File: src/hdl/llif_pkg.sv
// Shared types and constants of the lamp line integrating filter.
`default_nettype none

package llif_pkg;

    // Word kinds on the input stream, carried in s_tuser.
    typedef enum logic [1:0] {
        MODE_PORT_E = 2'd0,
        MODE_PORT_I = 2'd1,
        MODE_TICK   = 2'd2,
        MODE_NONE   = 2'd3
    } t_mode;

    // Configuration register indexes.
    typedef enum logic [2:0] {
        REG_TRIGGER_HOLD = 3'd0,
        REG_ACC_CLAMP    = 3'd1,
        REG_HYST_THRESH  = 3'd2,
        REG_WEIGHT_CAP   = 3'd3,
        REG_STALE_LIMIT  = 3'd4
    } t_reg_idx;

    localparam int unsigned HOLD_W   = 16;
    localparam int unsigned CLAMP_W  = 13;
    localparam int unsigned WEIGHT_W = 12;
    localparam int unsigned TIME_W   = 32;
    localparam int unsigned EVID_W   = 14;
    localparam int unsigned IDX_W    = 3;

    localparam logic [HOLD_W-1:0]   RST_TRIGGER_HOLD = 16'd1500;
    localparam logic [CLAMP_W-1:0]  RST_ACC_CLAMP    = 13'd4000;
    localparam logic [CLAMP_W-1:0]  RST_HYST_THRESH  = 13'd2000;
    localparam logic [WEIGHT_W-1:0] RST_WEIGHT_CAP   = 12'd1000;
    localparam logic [TIME_W-1:0]   RST_STALE_LIMIT  = 32'd1000000;

    // Port E bits that always follow the raw latch.
    localparam logic [3:0] PE_PASS_MASK = 4'hC;

    // Settings shared by both lamp lines for one tick.
    typedef struct packed {
        logic [WEIGHT_W-1:0] weight;
        logic [CLAMP_W-1:0]  clamp;
        logic [CLAMP_W-1:0]  thresh;
    } t_lane_cfg;

endpackage

`default_nettype wire

File: src/hdl/llif_lane.sv
// Evidence update, clamp and hysteresis decision for one lamp line.
`default_nettype none

module llif_lane (
    input  wire llif_pkg::t_lane_cfg                i_cfg,
    input  wire logic                               i_level,
    input  wire logic signed [llif_pkg::EVID_W-1:0] i_evidence,
    input  wire logic                               i_decision,
    output logic signed [llif_pkg::EVID_W-1:0]      o_evidence,
    output logic                                    o_decision
);
    import llif_pkg::*;

    // One extra bit of headroom covers the worst evidence plus weight.
    localparam int unsigned SUM_W = EVID_W + 1;

    logic signed [SUM_W-1:0] w_ev;
    logic signed [SUM_W-1:0] w_wt;
    logic signed [SUM_W-1:0] w_lim;
    logic signed [SUM_W-1:0] w_thr;
    logic signed [SUM_W-1:0] w_sum;
    logic signed [SUM_W-1:0] w_clamped;

    assign w_ev  = SUM_W'(i_evidence);
    assign w_wt  = signed'(SUM_W'(i_cfg.weight));
    assign w_lim = signed'(SUM_W'(i_cfg.clamp));
    assign w_thr = signed'(SUM_W'(i_cfg.thresh));
    assign w_sum = i_level ? (w_ev + w_wt) : (w_ev - w_wt);

    always_comb begin
        w_clamped = w_sum;
        if (w_clamped > w_lim) begin
            w_clamped = w_lim;
        end
        if (w_clamped < -w_lim) begin
            w_clamped = -w_lim;
        end
    end

    assign o_evidence = w_clamped[EVID_W-1:0];

    // Clearing wins over setting when both thresholds are met.
    always_comb begin
        o_decision = i_decision;
        if (w_clamped >= w_thr) begin
            o_decision = 1'b1;
        end
        if (w_clamped <= -w_thr) begin
            o_decision = 1'b0;
        end
    end

endmodule

`default_nettype wire

File: src/hdl/lamp_line_integrating_filter.sv
// Top level of the lamp line integrating filter with its stream and register ports.
// An accepted word is held in the input register and its result word is loaded into
// the result register for the master side. Throughput: one word per cycle unless
// m_tready stalls the result register; the only loop is the state update.
// Reset (i_rst_n, synchronous, active low) clears all filter state, empties both
// pipeline registers and loads the configuration registers with their defaults.
`default_nettype none

module lamp_line_integrating_filter (
    input  wire logic                            i_clk,
    input  wire logic                            i_rst_n,
    // Input stream.
    input  wire logic                            s_tvalid,
    output logic                                 s_tready,
    input  wire logic [39:0]                     s_tdata,  // time_us[31:0], port_value[35:32]
    input  wire logic [1:0]                      s_tuser,  // mode[1:0]
    // Result stream.
    output logic                                 m_tvalid,
    input  wire logic                            m_tready,
    output logic [7:0]                           m_tdata,  // pin_nibble[3:0], lamp_valid[4],
                                                           // lamp_bits[6:5], trigger_window[7]
    // Configuration write port.
    input  wire logic                            i_cfg_we,
    input  wire logic [llif_pkg::IDX_W-1:0]      i_cfg_idx,
    input  wire logic [llif_pkg::TIME_W-1:0]     i_cfg_data
);
    import llif_pkg::*;

    // Configuration registers.
    logic [HOLD_W-1:0]   r_trigger_hold;
    logic [CLAMP_W-1:0]  r_acc_clamp;
    logic [CLAMP_W-1:0]  r_hyst_thresh;
    logic [WEIGHT_W-1:0] r_weight_cap;
    logic [TIME_W-1:0]   r_stale_limit;

    always_ff @(posedge i_clk) begin
        if (!i_rst_n) begin
            r_trigger_hold <= RST_TRIGGER_HOLD;
            r_acc_clamp    <= RST_ACC_CLAMP;
            r_hyst_thresh  <= RST_HYST_THRESH;
            r_weight_cap   <= RST_WEIGHT_CAP;
            r_stale_limit  <= RST_STALE_LIMIT;
        end else if (i_cfg_we) begin
            unique case (t_reg_idx'(i_cfg_idx))
                REG_TRIGGER_HOLD: r_trigger_hold <= i_cfg_data[HOLD_W-1:0];
                REG_ACC_CLAMP:    r_acc_clamp    <= i_cfg_data[CLAMP_W-1:0];
                REG_HYST_THRESH:  r_hyst_thresh  <= i_cfg_data[CLAMP_W-1:0];
                REG_WEIGHT_CAP:   r_weight_cap   <= i_cfg_data[WEIGHT_W-1:0];
                REG_STALE_LIMIT:  r_stale_limit  <= i_cfg_data;
                default: ;
            endcase
        end
    end

    // Input register stage. A word moves on when the result register is free
    // or is being emptied in the same cycle.
    logic              r_in_valid;
    t_mode             r_in_mode;
    logic [TIME_W-1:0] r_in_time;
    logic [3:0]        r_in_value;
    logic              w_advance;

    logic              r_out_valid;
    logic [3:0]        r_out_pin;
    logic              r_out_lamp_valid;
    logic [1:0]        r_out_lamp_bits;
    logic              r_out_window;

    assign w_advance = r_in_valid && (!r_out_valid || m_tready);
    assign s_tready  = !r_in_valid || w_advance;

    always_ff @(posedge i_clk) begin
        if (!i_rst_n) begin
            r_in_valid <= 1'b0;
        end else if (s_tready) begin
            r_in_valid <= s_tvalid;
        end
    end

    always_ff @(posedge i_clk) begin
        if (s_tready && s_tvalid) begin
            r_in_mode  <= t_mode'(s_tuser);
            r_in_time  <= s_tdata[TIME_W-1:0];
            r_in_value <= s_tdata[TIME_W+3:TIME_W];
        end
    end

    // Filter state.
    logic [3:0]               r_raw_latch;
    logic [1:0]               r_decision;
    logic                     r_decision_valid;
    logic signed [EVID_W-1:0] r_evidence [2];
    logic [TIME_W-1:0]        r_last_tick;
    logic [TIME_W-1:0]        r_last_clean;
    logic                     r_access_seen;
    logic                     r_window_open;
    logic [TIME_W-1:0]        r_trigger_time;

    logic [3:0]               n_raw_latch;
    logic [1:0]               n_decision;
    logic                     n_decision_valid;
    logic signed [EVID_W-1:0] n_evidence [2];
    logic [TIME_W-1:0]        n_last_tick;
    logic [TIME_W-1:0]        n_last_clean;
    logic                     n_access_seen;
    logic                     n_window_open;
    logic [TIME_W-1:0]        n_trigger_time;
    logic [3:0]               n_pin;

    // Tick arithmetic: all differences are modulo 2^32 so timestamp wrap is harmless.
    logic [TIME_W-1:0]        w_gap;
    logic                     w_hold_done;
    logic                     w_stale_done;
    logic                     w_window_kept;
    logic                     w_clean;
    t_lane_cfg                w_lane_cfg;
    logic signed [EVID_W-1:0] w_lane_ev  [2];
    logic [1:0]               w_lane_dec;

    assign w_gap         = r_in_time - r_last_tick;
    assign w_hold_done   = (r_in_time - r_trigger_time) >= TIME_W'(r_trigger_hold);
    assign w_stale_done  = (r_in_time - r_last_clean) >= r_stale_limit;
    assign w_window_kept = r_window_open && !w_hold_done;
    assign w_clean       = !r_access_seen && !w_window_kept;

    // The evidence weight is the elapsed time, capped.
    assign w_lane_cfg.weight = (w_gap > TIME_W'(r_weight_cap)) ? r_weight_cap
                                                               : w_gap[WEIGHT_W-1:0];
    assign w_lane_cfg.clamp  = r_acc_clamp;
    assign w_lane_cfg.thresh = r_hyst_thresh;

    for (genvar g = 0; g < 2; g++) begin : g_lane
        llif_lane u_lane (
            .i_cfg      (w_lane_cfg),
            .i_level    (r_raw_latch[g]),
            .i_evidence (r_evidence[g]),
            .i_decision (r_decision[g]),
            .o_evidence (w_lane_ev[g]),
            .o_decision (w_lane_dec[g])
        );
    end

    always_comb begin
        n_raw_latch      = r_raw_latch;
        n_decision       = r_decision;
        n_decision_valid = r_decision_valid;
        n_evidence[0]    = r_evidence[0];
        n_evidence[1]    = r_evidence[1];
        n_last_tick      = r_last_tick;
        n_last_clean     = r_last_clean;
        n_access_seen    = r_access_seen;
        n_window_open    = r_window_open;
        n_trigger_time   = r_trigger_time;
        unique case (r_in_mode)
            MODE_PORT_E: begin
                n_raw_latch = r_in_value;
            end
            MODE_PORT_I: begin
                // Bit 1 flags a RAM access, bit 2 (re)opens the trigger window.
                if (r_in_value[1]) begin
                    n_access_seen = 1'b1;
                end
                if (r_in_value[2]) begin
                    n_trigger_time = r_in_time;
                    n_window_open  = 1'b1;
                end
            end
            MODE_TICK: begin
                n_last_tick   = r_in_time;
                n_window_open = w_window_kept;
                n_access_seen = 1'b0;
                if (w_clean) begin
                    n_last_clean     = r_in_time;
                    n_evidence[0]    = w_lane_ev[0];
                    n_evidence[1]    = w_lane_ev[1];
                    n_decision       = w_lane_dec;
                    n_decision_valid = 1'b1;
                end else if (r_decision_valid && w_stale_done) begin
                    // No clean interval for too long: fall back to raw.
                    n_decision_valid = 1'b0;
                end
            end
            default: ;
        endcase
    end

    // Lamp bits replace the low pins only while a decision is in use and
    // no trigger window is open.
    assign n_pin = (!n_window_open && n_decision_valid)
                 ? ((n_raw_latch & PE_PASS_MASK) | {2'b00, n_decision})
                 : n_raw_latch;

    always_ff @(posedge i_clk) begin
        if (!i_rst_n) begin
            r_raw_latch      <= '0;
            r_decision       <= '0;
            r_decision_valid <= 1'b0;
            r_evidence[0]    <= '0;
            r_evidence[1]    <= '0;
            r_last_tick      <= '0;
            r_last_clean     <= '0;
            r_access_seen    <= 1'b0;
            r_window_open    <= 1'b0;
            r_trigger_time   <= '0;
        end else if (w_advance) begin
            r_raw_latch      <= n_raw_latch;
            r_decision       <= n_decision;
            r_decision_valid <= n_decision_valid;
            r_evidence[0]    <= n_evidence[0];
            r_evidence[1]    <= n_evidence[1];
            r_last_tick      <= n_last_tick;
            r_last_clean     <= n_last_clean;
            r_access_seen    <= n_access_seen;
            r_window_open    <= n_window_open;
            r_trigger_time   <= n_trigger_time;
        end
    end

    // Result register: loaded together with the state so it always shows
    // the state left behind by its own word.
    always_ff @(posedge i_clk) begin
        if (!i_rst_n) begin
            r_out_valid <= 1'b0;
        end else if (w_advance) begin
            r_out_valid <= 1'b1;
        end else if (m_tready) begin
            r_out_valid <= 1'b0;
        end
    end

    always_ff @(posedge i_clk) begin
        if (w_advance) begin
            r_out_pin        <= n_pin;
            r_out_lamp_valid <= n_decision_valid;
            r_out_lamp_bits  <= n_decision;
            r_out_window     <= n_window_open;
        end
    end

    assign m_tvalid = r_out_valid;
    assign m_tdata  = {r_out_window, r_out_lamp_bits, r_out_lamp_valid, r_out_pin};

`ifndef SYNTHESIS
    a_in_hold: assert property (@(posedge i_clk) disable iff (!i_rst_n)
        r_in_valid && !w_advance |=> r_in_valid && $stable(r_in_time)
                                     && $stable(r_in_value))
        else $error("stalled input word changed");

    a_latch_write: assert property (@(posedge i_clk) disable iff (!i_rst_n)
        w_advance && r_in_mode == MODE_PORT_E |=> r_raw_latch == $past(r_in_value))
        else $error("port E write did not update raw latch");

    a_raw_mirror: assert property (@(posedge i_clk) disable iff (!i_rst_n)
        r_out_valid && (r_out_window || !r_out_lamp_valid) |-> r_out_pin == r_raw_latch)
        else $error("pins not mirroring raw latch");

    a_lamp_pins: assert property (@(posedge i_clk) disable iff (!i_rst_n)
        r_out_valid && !r_out_window && r_out_lamp_valid
        |-> r_out_pin[1:0] == r_decision && r_out_pin[3:2] == r_raw_latch[3:2])
        else $error("pins disagree with lamp decision");

    a_ready_free: assert property (@(posedge i_clk) disable iff (!i_rst_n)
        !r_out_valid |-> s_tready)
        else $error("input stalled with empty result register");
`endif

endmodule

`default_nettype wire
File: config.mk
export PLATFORM = sky130hd
export DESIGN_NAME = lamp_line_integrating_filter
export DESIGN_NICKNAME = d
export VERILOG_FILES = /design/src/hdl/llif_pkg.sv /design/src/hdl/llif_lane.sv /design/src/hdl/lamp_line_integrating_filter.sv
export SDC_FILE = /design/constraint.sdc
export NUM_CORES = 1
export LEC_CHECK = 0
export CORE_MARGIN = 3
export CORE_UTILIZATION = 35
export DETAILED_ROUTE_END_ITERATION = 8
export DONT_BUFFER_PORTS = 1
export PLACE_DENSITY = 0.54
export SLEW_MARGIN = 10
export SYNTH_ARGS = -nofsm -noshare
export SYNTH_HDL_FRONTEND = slang
export SYNTH_SLANG_ARGS = --single-unit
File: constraint.sdc
create_clock -name i_clk -period 18.6 [get_ports i_clk]
set_clock_uncertainty 0.15 [all_clocks]
set_input_delay 3.72 -clock i_clk [delete_from_list [all_inputs] [get_ports i_clk]]
set_output_delay 3.72 -clock i_clk [all_outputs]
set_load 0.03 [all_outputs]
## Word-level counts from Yosys, hierarchy flattened

Memory sizes are Yosys's and may differ from the RTL's.
Index checks and enable logic that the tools add are counted.

- Register bits: 239
- Bits in writable memories: 28
- Input port bits: 82
- Output and inout bits: 10
- Memories kept: 1

Memory list:

| name | words | width | rd ports | clocked after Yosys merged registers in | wr ports | line | RTL |
|---|---|---|---|---|---|---|---|
| r_evidence | 2 | 14 | 2 | 0 | 2 | lamp_line_integrating_filter.sv:92 | `logic signed [EVID_W-1:0] r_evidence [2];` |

- $add $sub $neg: 9
- Magnitude comparators: 11
- Eq/ne operators: 7
- Muxes and demuxes: 32
- Bitwise logic cells: 3
- Reductions and logical operators: 27

Operators with widths:

| cell | count |
|---|---|
| 32-bit subtractor | 3 |
| 15-bit 2-to-1 mux | 6 |
| 28-bit 2-to-1 mux | 2 |
| 32-bit by 16-bit >= comparator with 1-bit output | 1 |
| 32-bit >= comparator | 1 |
| 32-bit by 12-bit > comparator with 1-bit output | 1 |
| 14-bit by 13-bit adder with 15-bit output | 2 |
| 15-bit by 14-bit >= comparator with 1-bit output | 2 |
| 15-bit by 14-bit > comparator with 1-bit output | 2 |
| 15-bit less-or-equal comparator | 2 |
| 15-bit less-than comparator | 2 |
| 13-bit negation with 15-bit output | 2 |
| 14-bit by 13-bit subtractor with 15-bit output | 2 |
| 14-bit 2-to-1 mux | 2 |
| 1-bit 2-to-1 mux | 15 |
| 12-bit 2-to-1 mux | 1 |
| 2-bit AND reduction | 6 |
| 3-bit AND reduction | 3 |
| 4-bit 2-to-1 mux | 2 |
| 3-bit by 2-bit == test with 1-bit output, second input constant | 2 |
| 1-bit logical AND | 6 |
| 1-bit logical NOT | 6 |
| 2-bit 2-to-1 mux | 2 |
| 4-bit by 2-bit OR with 4-bit output | 1 |
| 11 further kinds | 15 |

## Longest topological paths before layout

- Depth after elaboration: 16
- Depth in mapped cells: 80

## Hierarchy

From an unflattened synthesis, not the netlist that was laid out.

- Cell total of the unflattened synthesis: 2867
- Area, all modules: 23171.0 um^2

By module, submodules not included:

| module | instances | cells each | area each (um^2) | seq. area each (um^2) |
|---|---|---|---|---|
| lamp_line_integrating_filter | 1 | 1989 | 16980.0 | 6085.8 |
| llif_lane at g_lane[1].u_lane | 1 | 437 | 3096.7 | 0.0 |
| llif_lane at g_lane[0].u_lane | 1 | 441 | 3094.2 | 0.0 |

## Worst setup path after synthesis

No wires, ideal clock.

- Path kind: register to register
- Start: register r_in_time[0]
- End: register r_out_pin[1] (data pin)
- Data arrival time: 13.667 ns
- Data required time: 18.185 ns
- Setup slack: 4.518 ns
- Cell stages (with the launch flop): 77
- Clock period less this slack: 14.082 ns
- Cells stage by stage: edfxtp_1 > inv_1 > ha_1 > inv_1 > fa_1 > a211oi_1 > o21a_1 > o21a_1 > o21ai_0 > xnor2_1 > ha_1 > and4_1 > nand2_1 > a21oi_1 > o32a_1 > or4b_1 > nor4_1 > nand4_1 > [41 not listed] > and2_1 > ha_1 > nand2b_1 > a21o_1 > a21o_1 > a21oi_1 > nor2b_1 > o21ai_0 > nand2b_1 > a21oi_1 > nor2b_1 > o21ai_0 > a21oi_1 > o211ai_1 > nand2_1 > o21a_1 > mux2i_1 > o31ai_1

- Cells in the longest elaborated chain, start to end: 16

Ends and longest elaborated chain:

| element | line | RTL |
|---|---|---|
| start, declared | lamp_line_integrating_filter.sv:59 | `logic [TIME_W-1:0] r_in_time;` |
| start signal, assigned | lamp_line_integrating_filter.sv:83 | `r_in_time <= s_tdata[TIME_W-1:0];` |
| 32-bit subtractor | lamp_line_integrating_filter.sv:120 | `assign w_gap = r_in_time - r_last_tick;` |
| 32-bit by 12-bit > comparator with 1-bit output | lamp_line_integrating_filter.sv:127 | `assign w_lane_cfg.weight = (w_gap > TIME_W'(r_weight_cap)) ? r_weight_cap` |
| 12-bit 2-to-1 mux | lamp_line_integrating_filter.sv:127 |  |
| 14-bit by 13-bit subtractor with 15-bit output or 14-bit by 13-bit adder with 15-bit output (tied branches) | llif_lane.sv:28 | `assign w_sum = i_level ? (w_ev + w_wt) : (w_ev - w_wt);` |
| 15-bit 2-to-1 mux | llif_lane.sv:28 |  |
| 15-bit by 14-bit > comparator with 1-bit output | llif_lane.sv:32 | `if (w_clamped > w_lim) begin` |
| 15-bit 2-to-1 mux | llif_lane.sv:32 |  |
| 15-bit less-than comparator | llif_lane.sv:35 | `if (w_clamped < -w_lim) begin` |
| 15-bit 2-to-1 mux | llif_lane.sv:35 |  |
| 15-bit by 14-bit >= comparator with 1-bit output | llif_lane.sv:45 | `if (w_clamped >= w_thr) begin` |
| 1-bit 2-to-1 mux | llif_lane.sv:45 |  |
| 1-bit 2-to-1 mux | llif_lane.sv:48 | `if (w_clamped <= -w_thr) begin` |
| 2-bit 2-to-1 mux | lamp_line_integrating_filter.sv:172 | `if (w_clean) begin` |
| 2-bit 2-to-1 mux | lamp_line_integrating_filter.sv:154 | `unique case (r_in_mode)` |
| 4-bit by 2-bit OR with 4-bit output | lamp_line_integrating_filter.sv:190 | `? ((n_raw_latch & PE_PASS_MASK) \| {2'b00, n_decision})` |
| 4-bit 2-to-1 mux * | lamp_line_integrating_filter.sv:190 |  |
| named net n_pin[1] | lamp_line_integrating_filter.sv:108 | `logic [3:0] n_pin;` |
| end signal, assigned | lamp_line_integrating_filter.sv:233 | `r_out_pin <= n_pin;` |
| end, declared | lamp_line_integrating_filter.sv:64 | `logic [3:0] r_out_pin;` |

The timed path passes the listed nets; every way through them passes the cells marked *.
A chain may end at the register's enable or synchronous reset.

## Worst setup path in the final report

Ends and elaborated chain as after synthesis.

==> qor.txt <==
Power density over the cells: 80.1 mW/mm2
Period utilization: 90.1%
Worst ir drop on vdd: 0.000108 V
Post-CTS Setup Inserts: 0
Per-cell routed wire length: 18.8 um
Top Ports: 92
Comb power frac: 30.7%
Core box area: 0.0619 mm2
RSZ-0062 raised after global routing: false
Worst-Skew Late Latency: 0.54 ns
Synthesis Warnings: 0
Die ar.: 0.0660 mm2
Leakage: 9.69 nW
Worst hold path type: flip-flop to flip-flop
Most common cell on crit path: a21oi_1
First-pass GRT wire length: 103,000 um
Worst Max-Slew Pin Slew: 1.25 ns
# rows: 91
Register area share after synthesis: 27.6%
Hold slack: 0.312 ns
Internal power: 0.00128 W
CTS Buffer Depth: 3
Required @ worst endpoint: 18.71 ns
Initial antenna violation count: 1
GRT Util Overall: 19.7%
Max frequency: 59.7 MHz
MaxCap Viol Count: 0
CTS HTree Levels: 2
CP Data Arrival Time: 16.86 ns
CTS tree: built
Critical path class: flip-flop to flip-flop
Clock period minus worst slack: 16.75 ns
Crit-path max FO: 33
Cts hold-fix bufs: 0
Vias in the first global route: 17,949
Synth cell count leaders: nand2_1 (384), ha_1 (296), inv_1 (264)
Sequential share of power: 33.5%
Status: complete, no violations
ANT nets after route: 0
Number of CTS-inserted buffers: 34
Post-route DRC: 0
R2R Setup Slk: 1.85 ns
Most frequent cell after synthesis: nand2_1
Die W: 257 um
Final hold violations: 0
DP HPWL: 51,100 um
CTS root buf: clkbuf_16
Top FF cell, synth: dfxtp_1
Overflow after GRT: 0
Share of cells above drive strength 1: 4.42%
Chip Height: 257 um
FF+latch count, synth: 267
Max stage delay on crit path: 0.75 ns
Starting Density: 35.6%
Final core utilization: 38.7%
Cell taking the most area after synthesis: dfxtp_1
Final Max Tran Viols: 0
Synth top area cells: dfxtp_1 (18%), ha_1 (17%), edfxtp_1 (10%)
Mapped Area: 0.0220 mm2
Synth Net Count: 3,091
Worst path slowest cell: nor4_1
Post-synth EDFFs: 74
Fill cells: 6,354
WL final: 66,500 um
Fin Setup TNS: 0 ns
Syn Area/Cell: 8.13 um2
Clock transition at path regs: 0.06 ns
Yosys top cell area share: 17.5%
Critical Path Sink Type: flip-flop
Type of origin of the critical path: flip-flop
Nets: 3,049
Switching Share: 33.4%
Slew HR: 16.4%
IO buf count: 0
Power share of the clock group: 35.8%
Drt first pass iters: 5
Netlist cell types: 84
Clk sinks: 267
Initial DRC Count: 1,264
Pin count of the biggest net entering global routing: 206
Post_cts resized: 0
Setup violations, final: 0
Asr flop ratio synth: 0%
Vias per inst: 5.27
DR vias: 18,603
Synth-to-Final Area Change: 8.98%
NetSw: 0.000641 W
Synth Instances: 2,708
GP Congestion: 0.909
-- per-stage QoR --
| step | cells | power (W) | worst slack (ns) | cell area (um2) |
|---|---|---|---|---|
| after global placement | 3467 | 0.00123 | 2.29 | 22800 |
| after floorplan | 2708 | 0.00108 | 4.52 | 22000 |
| after CTS | 3528 | 0.00194 | 2.06 | 24000 |
| after detailed placement | 3467 | 0.00124 | 2.12 | 22800 |
| after global routing | 3528 | 0.00204 | 0.458 | 24000 |
| final | 3529 | 0.00192 | 1.85 | 24000 |
-- state kept, by name, indices dropped and copies added (netlist names), 13 cells and up --
name / cells
r_in_time: 32
r_last_clean: 32
r_last_tick: 32
r_stale_limit: 32
r_trigger_time: 32
r_evidence: 28
r_trigger_hold: 16
r_acc_clamp: 13
r_hyst_thresh: 13
-- layout by cell type, fill, tap and decap left out, types with 74 or more instances in the layout --
cell	instances
a21o_1	92
o21ai_0	90
nor2b_1	85
dfxtp_1	193
nand2_1	384
xnor2_1	92
edfxtp_1	74
inv_1	264
ha_1	296
a21boi_0	129
nor2_1	146
a21oi_1	172
-- final timing paths --
check             cells past startpoint                              to                           start
setup / recovery                     72          r_out_pin[1]$_DFFE_PP_          r_in_time[0]$_DFFE_PP_
hold / removal                        2  r_trigger_time[9]$_SDFFE_PN0P_  r_trigger_time[9]$_SDFFE_PN0P_
setup reg to reg                     72          r_out_pin[1]$_DFFE_PP_          r_in_time[0]$_DFFE_PP_
hold reg to reg                       2  r_trigger_time[9]$_SDFFE_PN0P_  r_trigger_time[9]$_SDFFE_PN0P_
-- area by class of cell --
class	count	area [um2]	share of cell area (%)
clock inverters	21	203	0.845
multi-input cells	2082	14600	60.8
inverters	265	995	4.14
repair buffers	16	120	0.500
well taps	837	1050	4.36
diodes	1	2.50	0.0104
clock buffers	40	946	3.94
flip-flops and latches	267	6090	25.4
-- cells by family after synthesis --
family	Yosys count	synth area share (%)
compound gates	692	21.0
xor+xnor	119	4.73
fa+ha+maj	301	17.3
simple gates	881	18.9
mux	89	4.23
buf+inv	359	6.22
flops	267	27.6
-- critical path: cells and delay by family, from the launching register on --
family,cells,cell delay (ns)
compound gates,33,6.23
xor+xnor,1,0.42
fa+ha+maj,8,2.42
buf+inv,3,0.34
flops,1,0.43
mux,4,1.77
simple gates,23,4.69
-- power groups by stage --
stage          sequential [W]  clock, W  combinational (W)
2_1_floorplan        0.000645         0           0.000438
3_3_place_gp         0.000655         0           0.000572
3_5_place_dp         0.000656         0           0.000581
4_1_cts              0.000644  0.000710           0.000586
5_1_grt              0.000646  0.000730           0.000662
6_report             0.000644  0.000689           0.000590
-- layer usage --
layer	vias to the layer above	track usage (%)	part of all wire (%)
li1	9423	-	-
met1	8747	27.4	48
met2	360	32.6	46
met3	73	2.35	4.2
met4	0	4.90	2.3
met5	-	0	0
No activity file was read; power rests on OpenSTA's default activity.
